File: src/rtl/nrt_pkg.sv
// ----------------------------------------------------------------------------
// nrt_pkg
// Shared widths, constants and types for the Newton n-th root unit.
// ----------------------------------------------------------------------------
`default_nettype none

package nrt_pkg;

    // Algorithm constants
    localparam int FRAC_BITS      = 16;
    localparam int MAX_INDEX      = 8;
    localparam int MAX_ITERATIONS = 64;

    // Field widths
    localparam int RAD_W  = 32;
    localparam int IDX_W  = 4;
    localparam int TOL_W  = 16;
    localparam int ROOT_W = 32;
    localparam int STAT_W = 2;
    localparam int ITER_W = 7;

    // Datapath widths
    localparam int POW_W  = 62;                 // saturated powers and divisor
    localparam int MUL_W  = 32;                 // shared multiplier operand width
    localparam int PROD_W = 3 * MUL_W;          // full power times estimate product
    localparam int QUOT_W = 34;                 // step quotient, cap included
    localparam int NUM_W  = POW_W + FRAC_BITS;  // shifted dividend
    localparam int DCNT_W = $clog2(NUM_W);

    // Saturation points and fixed-point one
    localparam logic [POW_W-1:0]  SAT_WIDE  = '1;
    localparam logic [QUOT_W-1:0] QUOT_CAP  = QUOT_W'(1) << (QUOT_W - 1);
    localparam logic [ROOT_W-1:0] ROOT_MAX  = '1;
    localparam logic [ROOT_W-1:0] ONE_X     = ROOT_W'(1) << FRAC_BITS;
    localparam logic [POW_W-1:0]  ONE_P     = POW_W'(1) << FRAC_BITS;
    localparam logic [TOL_W-1:0]  TOL_RESET = TOL_W'(1);

    // Result status codes
    typedef enum logic [STAT_W-1:0] {
        ST_CONVERGED = 2'd0,
        ST_ITER_CAP  = 2'd1,
        ST_ZERO_DIV  = 2'd2
    } t_status;

    // Sequencer states
    typedef enum logic [3:0] {
        S_IDLE,
        S_CHECK,
        S_MUL_LO,
        S_MUL_HI,
        S_MUL_SUM,
        S_DEN,
        S_DIV_WAIT,
        S_FINISH
    } t_state;

endpackage

`default_nettype wire

File: src/rtl/nrt_in_if.sv
// ----------------------------------------------------------------------------
// nrt_in_if
// Input channel: radicand and root index with valid/ready.
// ----------------------------------------------------------------------------
`default_nettype none

interface nrt_in_if;
    import nrt_pkg::*;

    logic               valid;
    logic               ready;
    logic [RAD_W-1:0]   radicand;
    logic [IDX_W-1:0]   root_index;

    modport source (output valid, output radicand, output root_index, input ready);
    modport sink   (input valid, input radicand, input root_index, output ready);
endinterface

`default_nettype wire

File: src/rtl/nrt_out_if.sv
// ----------------------------------------------------------------------------
// nrt_out_if
// Result channel: root, status and step count with valid/ready.
// ----------------------------------------------------------------------------
`default_nettype none

interface nrt_out_if;
    import nrt_pkg::*;

    logic               valid;
    logic               ready;
    logic [ROOT_W-1:0]  root;
    logic [STAT_W-1:0]  status;
    logic [ITER_W-1:0]  iterations_used;

    modport source (output valid, output root, output status, output iterations_used,
                    input ready);
    modport sink   (input valid, input root, input status, input iterations_used,
                    output ready);
endinterface

`default_nettype wire

File: src/rtl/nrt_cfg_if.sv
// ----------------------------------------------------------------------------
// nrt_cfg_if
// Configuration write channel: tolerance value with valid/ready.
// ----------------------------------------------------------------------------
`default_nettype none

interface nrt_cfg_if;
    import nrt_pkg::*;

    logic               valid;
    logic               ready;
    logic [TOL_W-1:0]   tolerance;

    modport source (output valid, output tolerance, input ready);
    modport sink   (input valid, input tolerance, output ready);
endinterface

`default_nettype wire

File: src/rtl/nrt_mul.sv
// ----------------------------------------------------------------------------
// nrt_mul
// Shared 32x32 unsigned multiplier with a registered product.
// ----------------------------------------------------------------------------
`default_nettype none

module nrt_mul (
    input  logic                            i_clk,
    input  logic [nrt_pkg::MUL_W-1:0]       i_a,
    input  logic [nrt_pkg::MUL_W-1:0]       i_b,
    output logic [2*nrt_pkg::MUL_W-1:0]     o_p
);
    import nrt_pkg::*;

    logic [2*MUL_W-1:0] r_p;

    // One partial product per cycle
    always_ff @(posedge i_clk) begin
        r_p <= (2*MUL_W)'(i_a) * (2*MUL_W)'(i_b);
    end

    assign o_p = r_p;

endmodule

`default_nettype wire

File: src/rtl/nrt_div.sv
// ----------------------------------------------------------------------------
// nrt_div
// Radix-2 restoring divider: floor(mag * 2^FRAC_BITS / den), capped at 2^33.
// ----------------------------------------------------------------------------
`default_nettype none

module nrt_div (
    input  logic                            i_clk,
    input  logic                            i_rst_n,
    input  logic                            i_start,
    input  logic [nrt_pkg::POW_W-1:0]       i_mag,
    input  logic [nrt_pkg::POW_W-1:0]       i_den,
    output logic                            o_done,
    output logic [nrt_pkg::QUOT_W-1:0]      o_quot
);
    import nrt_pkg::*;

    logic               r_busy, n_busy;
    logic               r_done, n_done;
    logic [DCNT_W-1:0]  r_cnt, n_cnt;
    logic [NUM_W-1:0]   r_num, n_num;
    logic [POW_W-1:0]   r_rem, n_rem;
    logic [POW_W-1:0]   r_den, n_den;
    logic [QUOT_W-1:0]  r_q, n_q;
    logic               r_ovf, n_ovf;

    logic [POW_W:0]     trial;
    logic [POW_W:0]     trial_sub;
    logic               ge;

    // Trial subtract for one quotient bit
    assign trial     = {r_rem, r_num[NUM_W-1]};
    assign trial_sub = trial - {1'b0, r_den};
    assign ge        = (trial >= {1'b0, r_den});

    always_comb begin
        n_busy = r_busy;
        n_done = 1'b0;
        n_cnt  = r_cnt;
        n_num  = r_num;
        n_rem  = r_rem;
        n_den  = r_den;
        n_q    = r_q;
        n_ovf  = r_ovf;
        if (i_start) begin
            n_busy = 1'b1;
            n_cnt  = '0;
            n_num  = {i_mag, FRAC_BITS'(0)};
            n_rem  = '0;
            n_den  = i_den;
            n_q    = '0;
            n_ovf  = 1'b0;
        end else if (r_busy) begin
            n_rem = ge ? trial_sub[POW_W-1:0] : trial[POW_W-1:0];
            n_num = r_num << 1;
            n_q   = {r_q[QUOT_W-2:0], ge};
            // a bit leaving the top means the quotient is past the cap
            n_ovf = r_ovf | r_q[QUOT_W-1];
            n_cnt = r_cnt + DCNT_W'(1);
            if (r_cnt == DCNT_W'(NUM_W - 1)) begin
                n_busy = 1'b0;
                n_done = 1'b1;
            end
        end
    end

    // Control state
    always_ff @(posedge i_clk) begin
        if (!i_rst_n) begin
            r_busy <= 1'b0;
            r_done <= 1'b0;
        end else begin
            r_busy <= n_busy;
            r_done <= n_done;
        end
    end

    // Datapath
    always_ff @(posedge i_clk) begin
        r_cnt <= n_cnt;
        r_num <= n_num;
        r_rem <= n_rem;
        r_den <= n_den;
        r_q   <= n_q;
        r_ovf <= n_ovf;
    end

    assign o_done = r_done;
    assign o_quot = (r_ovf || (r_q > QUOT_CAP)) ? QUOT_CAP : r_q;

endmodule

`default_nettype wire

File: src/rtl/newton_nth_root_unit.sv
// ----------------------------------------------------------------------------
// newton_nth_root_unit
// Newton-Raphson n-th root of an unsigned Q16.16 radicand.
// ----------------------------------------------------------------------------
// Usage:
//   i_in   : radicand (Q16.16) and root_index (2..8, clamped) per item.
//   o_out  : root (Q16.16), status (converged / cap reached / zero divisor)
//            and the number of Newton steps used.
//   i_cfg  : tolerance write, always ready; write only while the unit idles.
// The unit takes one item at a time; i_in.ready is high only while idle.
// Each Newton step runs a convergence check, then, for each power, two
// partial products and an accumulate on the shared 32x32 multiplier,
// then a divisor step and the bit-serial divider (78 quotient bits plus
// the done flag). An item runs up to 64 Newton steps before its result
// is passed to the output register.
// The result sits in an output register; a new item is accepted while it
// waits. If the receiver still stalls when the next result is ready, the
// unit holds that result and stays busy until the register frees up.
// Reset (synchronous, active low) sets tolerance to 1 and empties the
// output register.
// ----------------------------------------------------------------------------
`default_nettype none

module newton_nth_root_unit (
    input  logic        i_clk,
    input  logic        i_rst_n,
    nrt_in_if.sink      i_in,
    nrt_out_if.source   o_out,
    nrt_cfg_if.sink     i_cfg
);
    import nrt_pkg::*;

    t_state             r_state, n_state;
    logic [TOL_W-1:0]   r_tol;
    logic [RAD_W-1:0]   r_rad, n_rad;
    logic [IDX_W-1:0]   r_n, n_n;
    logic [ROOT_W-1:0]  r_x, n_x;
    logic [ROOT_W-1:0]  r_xp, n_xp;
    logic [ITER_W-1:0]  r_iters, n_iters;
    t_status            r_status, n_status;
    logic [POW_W-1:0]   r_pow, n_pow;
    logic [POW_W-1:0]   r_pm, n_pm;
    logic [IDX_W-1:0]   r_cnt, n_cnt;
    logic [2*MUL_W-1:0] r_lo_pp, n_lo_pp;
    logic               r_up, n_up;

    logic               r_out_valid;
    logic [ROOT_W-1:0]  r_out_root;
    t_status            r_out_status;
    logic [ITER_W-1:0]  r_out_iters;
    logic               out_load;

    logic [MUL_W-1:0]       mul_a;
    logic [2*MUL_W-1:0]     mul_p;
    logic [PROD_W-1:0]      prod;
    logic [POW_W-1:0]       mul_res;
    logic [IDX_W-1:0]       cnt_inc;
    logic [ROOT_W-1:0]      x_diff;
    logic [POW_W+IDX_W-1:0] den_full;
    logic [POW_W-1:0]       den_c;
    logic [POW_W-1:0]       rad_w;
    logic                   up_c;
    logic [POW_W-1:0]       mag_c;
    logic                   div_start;
    logic                   div_done;
    logic [QUOT_W-1:0]      div_quot;
    logic [QUOT_W:0]        sum_c;
    logic [ROOT_W-1:0]      x_new;
    logic [IDX_W-1:0]       idx_clamped;

    // Shared multiplier: power times estimate, two halves of the power
    nrt_mul u_mul (
        .i_clk (i_clk),
        .i_a   (mul_a),
        .i_b   (r_x),
        .o_p   (mul_p)
    );

    // Bit-serial divider for the step quotient
    nrt_div u_div (
        .i_clk   (i_clk),
        .i_rst_n (i_rst_n),
        .i_start (div_start),
        .i_mag   (mag_c),
        .i_den   (den_c),
        .o_done  (div_done),
        .o_quot  (div_quot)
    );

    // Index clamp to 2..MAX_INDEX
    always_comb begin
        if (i_in.root_index < IDX_W'(2)) begin
            idx_clamped = IDX_W'(2);
        end else if (i_in.root_index > IDX_W'(MAX_INDEX)) begin
            idx_clamped = IDX_W'(MAX_INDEX);
        end else begin
            idx_clamped = i_in.root_index;
        end
    end

    // Change since the previous estimate
    assign x_diff = (r_x > r_xp) ? (r_x - r_xp) : (r_xp - r_x);

    // Full product from the two partial products, then saturate
    assign prod    = {mul_p, MUL_W'(0)} + PROD_W'(r_lo_pp);
    assign mul_res = (|prod[PROD_W-1:2*MUL_W]) ? SAT_WIDE
                                               : POW_W'(prod[2*MUL_W-1:FRAC_BITS]);
    assign cnt_inc = r_cnt + IDX_W'(1);

    // Divisor n * x^(n-1), saturated; residual magnitude and sign
    assign den_full = (POW_W+IDX_W)'(r_pm) * (POW_W+IDX_W)'(r_n);
    assign den_c    = (den_full > (POW_W+IDX_W)'(SAT_WIDE)) ? SAT_WIDE
                                                             : den_full[POW_W-1:0];
    assign rad_w    = POW_W'(r_rad);
    assign up_c     = (rad_w >= r_pow);
    assign mag_c    = up_c ? (rad_w - r_pow) : (r_pow - rad_w);

    // Estimate update, saturating high and clamping at zero
    assign sum_c = (QUOT_W+1)'(r_x) + (QUOT_W+1)'(div_quot);
    always_comb begin
        if (r_up) begin
            x_new = (sum_c > (QUOT_W+1)'(ROOT_MAX)) ? ROOT_MAX : sum_c[ROOT_W-1:0];
        end else begin
            x_new = (div_quot > QUOT_W'(r_x)) ? '0 : (r_x - div_quot[ROOT_W-1:0]);
        end
    end

    // Sequencer
    always_comb begin
        n_state   = r_state;
        n_rad     = r_rad;
        n_n       = r_n;
        n_x       = r_x;
        n_xp      = r_xp;
        n_iters   = r_iters;
        n_status  = r_status;
        n_pow     = r_pow;
        n_pm      = r_pm;
        n_cnt     = r_cnt;
        n_lo_pp   = r_lo_pp;
        n_up      = r_up;
        mul_a     = r_pow[MUL_W-1:0];
        div_start = 1'b0;
        out_load  = 1'b0;
        unique case (r_state)
            S_IDLE: begin
                if (i_in.valid) begin
                    n_rad   = i_in.radicand;
                    n_n     = idx_clamped;
                    n_x     = ONE_X;
                    n_xp    = '0;
                    n_iters = '0;
                    n_state = S_CHECK;
                end
            end
            S_CHECK: begin
                if (x_diff < ROOT_W'(r_tol)) begin
                    n_status = ST_CONVERGED;
                    n_state  = S_FINISH;
                end else if (r_iters >= ITER_W'(MAX_ITERATIONS)) begin
                    n_status = ST_ITER_CAP;
                    n_state  = S_FINISH;
                end else begin
                    n_pow   = ONE_P;
                    n_cnt   = '0;
                    n_state = S_MUL_LO;
                end
            end
            S_MUL_LO: begin
                mul_a   = r_pow[MUL_W-1:0];
                n_state = S_MUL_HI;
            end
            S_MUL_HI: begin
                mul_a   = MUL_W'(r_pow[POW_W-1:MUL_W]);
                n_lo_pp = mul_p;
                n_state = S_MUL_SUM;
            end
            S_MUL_SUM: begin
                n_pow = mul_res;
                n_cnt = cnt_inc;
                // keep x^(n-1) for the divisor
                if (cnt_inc == r_n - IDX_W'(1)) begin
                    n_pm = mul_res;
                end
                n_state = (cnt_inc == r_n) ? S_DEN : S_MUL_LO;
            end
            S_DEN: begin
                if (den_c == '0) begin
                    n_status = ST_ZERO_DIV;
                    n_state  = S_FINISH;
                end else begin
                    n_up      = up_c;
                    div_start = 1'b1;
                    n_state   = S_DIV_WAIT;
                end
            end
            S_DIV_WAIT: begin
                if (div_done) begin
                    n_xp    = r_x;
                    n_x     = x_new;
                    n_iters = r_iters + ITER_W'(1);
                    n_state = S_CHECK;
                end
            end
            S_FINISH: begin
                if (!r_out_valid || o_out.ready) begin
                    out_load = 1'b1;
                    n_state  = S_IDLE;
                end
            end
            default: begin
                n_state = S_IDLE;
            end
        endcase
    end

    // Control state
    always_ff @(posedge i_clk) begin
        if (!i_rst_n) begin
            r_state     <= S_IDLE;
            r_tol       <= TOL_RESET;
            r_out_valid <= 1'b0;
        end else begin
            r_state <= n_state;
            if (i_cfg.valid) begin
                r_tol <= i_cfg.tolerance;
            end
            if (out_load) begin
                r_out_valid <= 1'b1;
            end else if (o_out.ready) begin
                r_out_valid <= 1'b0;
            end
        end
    end

    // Datapath
    always_ff @(posedge i_clk) begin
        r_rad    <= n_rad;
        r_n      <= n_n;
        r_x      <= n_x;
        r_xp     <= n_xp;
        r_iters  <= n_iters;
        r_status <= n_status;
        r_pow    <= n_pow;
        r_pm     <= n_pm;
        r_cnt    <= n_cnt;
        r_lo_pp  <= n_lo_pp;
        r_up     <= n_up;
        if (out_load) begin
            r_out_root   <= r_x;
            r_out_status <= r_status;
            r_out_iters  <= r_iters;
        end
    end

    // Ports
    assign i_in.ready            = (r_state == S_IDLE);
    assign i_cfg.ready           = 1'b1;
    assign o_out.valid           = r_out_valid;
    assign o_out.root            = r_out_root;
    assign o_out.status          = r_out_status;
    assign o_out.iterations_used = r_out_iters;

    // Checks
    a_accept_starts: assert property (@(posedge i_clk) disable iff (!i_rst_n)
        (i_in.valid && i_in.ready) |=> (r_state == S_CHECK))
        else $error("accepted item did not start the convergence check");

    a_div_done_waiting: assert property (@(posedge i_clk) disable iff (!i_rst_n)
        div_done |-> (r_state == S_DIV_WAIT))
        else $error("divider finished outside the wait state");

    a_iter_bound: assert property (@(posedge i_clk) disable iff (!i_rst_n)
        o_out.valid |-> (o_out.iterations_used <= ITER_W'(MAX_ITERATIONS)))
        else $error("step count above the cap");

    a_cap_count: assert property (@(posedge i_clk) disable iff (!i_rst_n)
        (o_out.valid && (o_out.status == ST_ITER_CAP))
            |-> (o_out.iterations_used == ITER_W'(MAX_ITERATIONS)))
        else $error("cap status with a short step count");

    a_load_when_free: assert property (@(posedge i_clk) disable iff (!i_rst_n)
        out_load |-> (!r_out_valid || o_out.ready))
        else $error("result register overwritten while occupied");

endmodule

`default_nettype wire
File: src/flat_wrapper.sv
// flat-port wrapper written by rule: the top's interface ports become plain ports
module newton_nth_root_unit_flat import nrt_pkg::*;
  (i_clk, i_rst_n, i_in_valid, i_in_radicand, i_in_root_index, i_in_ready, o_out_valid, o_out_root, o_out_status, o_out_iterations_used, o_out_ready, i_cfg_valid, i_cfg_tolerance, i_cfg_ready);
  nrt_in_if i_in_i ();
  nrt_out_if o_out_i ();
  nrt_cfg_if i_cfg_i ();
  input  logic i_clk;
  input  logic i_rst_n;
  input wire logic [$bits(i_in_i.valid)-1:0] i_in_valid;
  input wire logic [$bits(i_in_i.radicand)-1:0] i_in_radicand;
  input wire logic [$bits(i_in_i.root_index)-1:0] i_in_root_index;
  output wire logic [$bits(i_in_i.ready)-1:0] i_in_ready;
  output wire logic [$bits(o_out_i.valid)-1:0] o_out_valid;
  output wire logic [$bits(o_out_i.root)-1:0] o_out_root;
  output wire logic [$bits(o_out_i.status)-1:0] o_out_status;
  output wire logic [$bits(o_out_i.iterations_used)-1:0] o_out_iterations_used;
  input wire logic [$bits(o_out_i.ready)-1:0] o_out_ready;
  input wire logic [$bits(i_cfg_i.valid)-1:0] i_cfg_valid;
  input wire logic [$bits(i_cfg_i.tolerance)-1:0] i_cfg_tolerance;
  output wire logic [$bits(i_cfg_i.ready)-1:0] i_cfg_ready;
  assign i_in_i.valid = i_in_valid;
  assign i_in_i.radicand = i_in_radicand;
  assign i_in_i.root_index = i_in_root_index;
  assign i_in_ready = i_in_i.ready;
  assign o_out_valid = o_out_i.valid;
  assign o_out_root = o_out_i.root;
  assign o_out_status = o_out_i.status;
  assign o_out_iterations_used = o_out_i.iterations_used;
  assign o_out_i.ready = o_out_ready;
  assign i_cfg_i.valid = i_cfg_valid;
  assign i_cfg_i.tolerance = i_cfg_tolerance;
  assign i_cfg_ready = i_cfg_i.ready;
  newton_nth_root_unit u_core (.i_clk(i_clk), .i_rst_n(i_rst_n), .i_in(i_in_i), .o_out(o_out_i), .i_cfg(i_cfg_i));
endmodule
File: config.mk
export PLATFORM = sky130hd
export DESIGN_NAME = newton_nth_root_unit_flat
export DESIGN_NICKNAME = d
export VERILOG_FILES = /design/src/rtl/nrt_pkg.sv /design/src/rtl/nrt_in_if.sv /design/src/rtl/nrt_out_if.sv /design/src/rtl/nrt_cfg_if.sv /design/src/rtl/nrt_mul.sv /design/src/rtl/nrt_div.sv /design/src/rtl/newton_nth_root_unit.sv /design/src/flat_wrapper.sv
export SDC_FILE = /design/constraint.sdc
export NUM_CORES = 2
export LEC_CHECK = 0
export ABC_CLOCK_PERIOD_IN_PS = 10750
export BUFFER_PORTS_ARGS = -buffer_cell sky130_fd_sc_hd__buf_2
export CORE_UTILIZATION = 60
export DETAILED_ROUTE_END_ITERATION = 6
export GPL_TIMING_DRIVEN = 0
export PLACE_DENSITY = 0.79
export SYNTH_ARGS = -nofsm -noshare
export SYNTH_HDL_FRONTEND = slang
export SYNTH_HIERARCHICAL = 1
export SYNTH_SLANG_ARGS = --single-unit
File: constraint.sdc
create_clock -name i_clk -period 10.75 [get_ports i_clk]
set_clock_uncertainty 0.1 [all_clocks]
set_input_delay 1.6125 -clock i_clk [delete_from_list [all_inputs] [get_ports i_clk]]
set_output_delay 1.6125 -clock i_clk [all_outputs]
set_load 0.02 [all_outputs]
# Word-level counts from Yosys, hierarchy flattened
# Cells that the tools add are included.
[word_totals]
regBits = 658
latch_bits = 0
mem_bits_rw = 0
romBits = 0
input_bits = 57
out_inout_bits = 44
elab_cells = 143
mem_count = 0
[classes]
add_sub_neg = 12
multipliers = 2
n_div = 0
order_cmp = 11
eq_ne = 17
shifts = 0
n_mux = 50
bitwise_logic = 4
n_reduce_logical = 20
[ops]
columns = ["op", "n"]
rows = [
  ["$mux W62", 6],
  ["$mux W32", 9],
  ["$mux W78", 2],
  ["$pmux W32 S2", 2],
  ["$pmux W62 S2", 1],
  ["$add A96 B64 Y96", 1],
  ["$sub A32 B32 Y32", 3],
  ["$gt A66 B62 Y1 const B", 1],
  ["$mul A62 B4 Y66", 1],
  ["$mul A32 B32 Y64", 1],
  ["$ge A63 B62 Y1", 1],
  ["$ge A32 B62 Y1", 1],
  ["$logic_not A62 Y1", 1],
  ["$sub A32 B62 Y62", 1],
  ["$sub A62 B32 Y62", 1],
  ["$sub A62 B62 Y62", 1],
  ["$add A32 B34 Y35", 1],
  ["$gt A35 B32 Y1 const B", 1],
  ["$gt A34 B32 Y1", 1],
  ["$gt A34 B34 Y1 const B", 1],
  ["$mux W34", 1],
  ["$gt A32 B32 Y1", 1],
  ["$lt A32 B16 Y1", 1],
  ["$pmux W4 S8", 1],
  ["other kinds (33)", 75],
]

# Longest topological paths before layout
[depth]
word_depth = 9
mapped_depth = 35
ltp_nobuf = 31

# Modules after synthesis
# Netlist, hierarchy kept.
[modules_own_cells]
columns = ["mod", "instances", "cells_per_inst", "area_each_um2", "seq_area_each_um2"]
rows = [
  ["newton_nth_root_unit", 1, 4251, 34982.3, 9439.1],
  ["nrt_mul", 1, 3749, 34576.9, 1281.2],
  ["nrt_div", 1, 1312, 13035.0, 5845.6],
]

# Least setup slack after synthesis
# OpenSTA, ideal clock, no wires.
[synth_path]
kind = "register -> register"
startpoint = "register u_core.r_state[1]"
endpoint = "register u_core.u_mul.r_p[60] (netlist: u_core/u_mul/o_p[60])"
setup_time_ns = 0.072
arrival_time_ns = 10.425
required_time_ns = 10.578
path_slack_ns = 0.153
stages_incl_launch_ff = 34
synth_period_minus_slack_ns = 10.597
path_cell_list = "dfxtp_1 -> clkbuf_1 -> clkinv_1 -> nor3_1 -> clkbuf_1 -> clkbuf_1 -> o21ai_0 -> clkbuf_1 -> and2_1 -> fa_1 -> fa_1 -> inv_1 -> fa_1 -> inv_1 -> fa_1 -> inv_1 -> fa_1 -> inv_1 -> fa_1 -> fa_1 -> inv_1 -> fa_1 -> inv_1 -> ha_1 -> buf_2 -> nand4_1 -> or3b_4 -> or4b_1 -> nand3_2 -> a21oi_2 -> o31ai_4 -> a311oi_2 -> o31ai_2 -> xor2_1"
[synth_between]
elab_chain_len = 3
[synth_lines]
columns = ["item", "line_no", "text"]
rows = [
  ["start: declaration", "newton_nth_root_unit.sv:33", "t_state r_state, n_state;"],
  ["start signal: assignment", "newton_nth_root_unit.sv:224", "r_state <= n_state;"],
  ["$eq A4 B2 Y1", "newton_nth_root_unit.sv:145", "unique case (r_state)"],
  ["$mux W32", "newton_nth_root_unit.sv:145", ""],
  ["named net u_core.mul_a[26]", "newton_nth_root_unit.sv:53", "logic [MUL_W-1:0] mul_a;"],
  ["$mul A32 B32 Y64", "nrt_mul.sv:19", "r_p <= (2*MUL_W)'(i_a) * (2*MUL_W)'(i_b);"],
  ["end signal: assignment", "nrt_mul.sv:19", ""],
  ["end: declaration", "nrt_mul.sv:15", "logic [2*MUL_W-1:0] r_p;"],
]
# The timed path passes the listed nets, and every way through them passes these cells.
# A chain may end at the register's enable or synchronous reset.

# Final worst setup path
# Same ends and word-level chain as after synthesis.

==> results.py <==
metrics = {
    "outcome": {
        "status": "complete, but fails checks",
        "violations": "design-rule violations, max-capacitance violations, max-slew violations",
    },
    "sta": {
        "post-route-period-util_pct": 98.6,
        "setup_viol": 0,
        "relSlewSlack_pct": -0.386,
        "tightest_slew_ns": 1.51,
        "fmax_mhz": 94.4,
        "drv_slew": 10,
        "hold_slack_ns": 0.327,
        "period_minus_slack_ns": 10.60,
        "rsz0062_at_grt": "true",
        "final_hold_viol_count": 0,
    },
    "place": {
        "dp_hpwl_mm": 259,
        "place_congestion": 1.11,
        "dp.cells": 11200,
        "portBuffers": 98,
        "place_area_um2": 85700,
    },
    "setup_path": {
        "crit_required_ns": 11.28,
        "start_kind": "flip-flop",
        "worst_setup_path_end_kind": "flip-flop",
        "crit_slowest_cell": "buf_1",
        "critical_path_class": "reg2reg",
        "critPathArrivalTime_ns": 11.13,
        "cp_common_cell": "fa_1",
        "path_max_fanout": 10,
        "critPathMaxStageDelay_ns": 0.88,
    },
    "yosys": {
        "syn_inst": 9312,
        "ys.flop_type": "edfxtp_1",
        "synth-edff-count": 425,
        "synth_top_area_share_pct": 24.4,
        "yosysWarnings": 6,
        "netlist_area_um2": 82600,
        "yosysUniqueCellTypes": 113,
        "synth_area_leaders": "fa_1, edfxtp_1, ha_1, inv_1, and2_1",
        "syn_area_per_cell_um2": 8.87,
        "ys_ff_latch": 615,
        "syn_nets": 11000,
        "yosysSeqAreaShare_pct": 20.1,
        "async_reset_ff_share_pct": 0,
        "synth_top_cell_by_area": "fa_1",
    },
    "clock_network": {
        "cts.sinks": 615,
        "clock_latency_ns": 0.71,
        "clk_pin_slew_ns": 0.06,
        "root_buffer": "clkbuf_16",
        "htree_levels": 3,
        "clockBufferDepth": 3,
        "cts_tree": "yes",
        "cts_buffers": 74,
    },
    "floorplan": {
        "core_area_um2": 136000,
        "ios": 101,
        "rows": 135,
        "initial_core_util_pct": 60.7,
        "dieArea_um2": 139000,
        "die_w_um": 373,
        "die_h_um": 373,
    },
    "layout": {
        "fin_nets": 11200,
        "seq_area_um2": 16600,
        "final_cell_mix": "inv_1, fa_1, nand2_1",
        "fill_cells": 11500,
        "drive_gt1_share_pct": 5.79,
        "final_common_cell": "inv_1",
        "syn2layout_area_growth_pct": 7.36,
        "final_cell_area_um2": 88700,
        "fin_cells": 11400,
        "multi_input_area_um2": 58900,
    },
    "global_routing": {
        "grt_pass1_wl_mm": 475,
        "grt_max_degree": 63,
        "grt_pass1_vias": 70900,
        "grt_use_total_pct": 47.2,
        "antenna_found_initial": 63,
        "grt_overflow": 0,
    },
    "drt": {
        "via_per_inst": 6.41,
        "post_drt_wl_per_cell_um": 28.8,
        "drtIter0Drc": 9160,
        "drt_first_pass_iters": 7,
        "remaining_drc_errors": 12,
        "ant_nets": 0,
        "dr_total_vias": 73100,
        "drt_wl_total_mm": 328,
    },
    "min_path": {
        "hp-class": "reg2reg",
    },
    "run": {
        "cap_violations": 1,
    },
}
==> synth_stat cells, drive strengths merged (16+ instances only) <==
master / n
o21a: 52
or4: 23
a21oi: 592
ha: 662
and4: 16
and2: 821
nand2: 980
nor2: 443
o31ai: 32
nor3: 101
a21o: 194
inv: 1401
a21boi: 27
o21bai: 71
xor2: 138
nor4: 40
or3: 35
or2: 18
o311ai: 19
nand3: 105
a31oi: 50
mux2: 69
clkbuf: 420
o211ai: 49
xnor2: 160
nand4: 119
a211o: 17
dfxtp: 190
o21ai: 391
edfxtp: 425
a2111oi: 21
and3: 42
mux2i: 128
nor2b: 40
fa: 1006
buf: 63
a211oi: 83
nand2b: 70
==> sequential cells by signal, summed over array words and instances, names as in the netlist, 16 cells and up <==
signal	count
u_core/u_mul/o_p	64
u_core/u_div/r_den	62
u_core/u_div/r_num	62
u_core/u_div/r_rem	62
u_core/r_pm	49
u_core/r_pow	49
u_core/r_lo_pp	48
u_core/u_div/r_q	34
u_core/o_out.root	32
u_core/r_rad	32
u_core/r_x	32
u_core/r_xp	32
u_core/r_tol	16
==> kinds of logic (layout without fill, tap and decap cells) <==
| group | Yosys count | after routing | share of synthesized area [%] |
|---|---|---|---|
| AOI/OAI and AO/OA | 1756 | 1756 | 13.5 |
| xor gates and xnor gates | 298 | 298 | 3.16 |
| adders and majority gates | 1668 | 1668 | 34.4 |
| buffers and inverters | 1887 | 2150 | 8.77 |
| DFF | 615 | 615 | 20.1 |
| muxes | 197 | 197 | 2.52 |
| other | 1 | 50 | 0.00454 |
| and+or+nand+nor | 2890 | 2890 | 17.6 |
==> layout make-up <==
cell class | count | share of cell area (%)
Inverter | 1404 | 5.96
Clock inverter | 48 | 0.612
Tap cell | 1781 | 2.51
Antenna cell | 49 | 0.138
Timing Repair Buffer | 126 | 1.03
Buffer | 482 | 2.34
Sequential cell | 615 | 18.7
Clock buffer | 90 | 2.28
Multi-Input combinational cell | 6810 | 66.4
==> per-stage QoR <==
step                setup TNS (ns)  setup slack (ns)  utilization (%)
CTS                              0            0.0106             64.9
finish                           0             0.153             65.2
global route               -0.0403           -0.0403             65.1
detailed placement          -11.09            -0.931             63.0
floorplan                        0             0.153                -
global placement           -532.16             -3.65             62.7
==> path summary, 6_finish.rpt <==
check | start | endpoint | slack (ns) | depth (start not counted)
setup / recovery | u_core/r_state[1]$_SDFFE_PN0P_ | u_core/u_mul/o_p[60]$_DFF_P_ | 0.15 | 30
hold / removal | u_core/r_status[0]$_SDFFCE_PP0P_ | u_core/o_out.status[0]$_DFFE_PP_ | 0.33 | 0
setup reg to reg | u_core/r_state[1]$_SDFFE_PN0P_ | u_core/u_mul/o_p[60]$_DFF_P_ | 0.15 | 30
hold reg to reg | u_core/r_status[0]$_SDFFCE_PP0P_ | u_core/o_out.status[0]$_DFFE_PP_ | 0.33 | 0
==> worst max-delay path: cells and delay by family, from the launching register on <==
| kind | cells | cell delay [ns] |
|---|---|---|
| and+or+nand+nor | 7 | 1.86 |
| buffers and inverters | 8 | 2.07 |
| adders and majority gates | 9 | 4.56 |
| DFF | 1 | 0.30 |
| AOI/OAI and AO/OA | 5 | 1.46 |
| xor gates and xnor gates | 1 | 0.18 |
==> repair_timing <==
action / 4_1_cts / 5_1_grt
endpoints found under the hold margin: 0 / 0
hold buffers: 0 / 0
setup buffers: 0 / 1
endpoints found under the setup margin: 26 / 79
resized for setup: 25 / 162
cloned: 0 / 0
pin swaps: 0 / 1
==> metal layers <==
layer	track usage, %	wire (µm)
met1	57.7	117000
met2	67.5	135000
met3	17.4	43900
met4	36.0	32000
met5	0.594	315
Power is left out: the tool's default activity adds up to more than one toggle a clock period on the data nets, which glitch-free logic cannot reach.
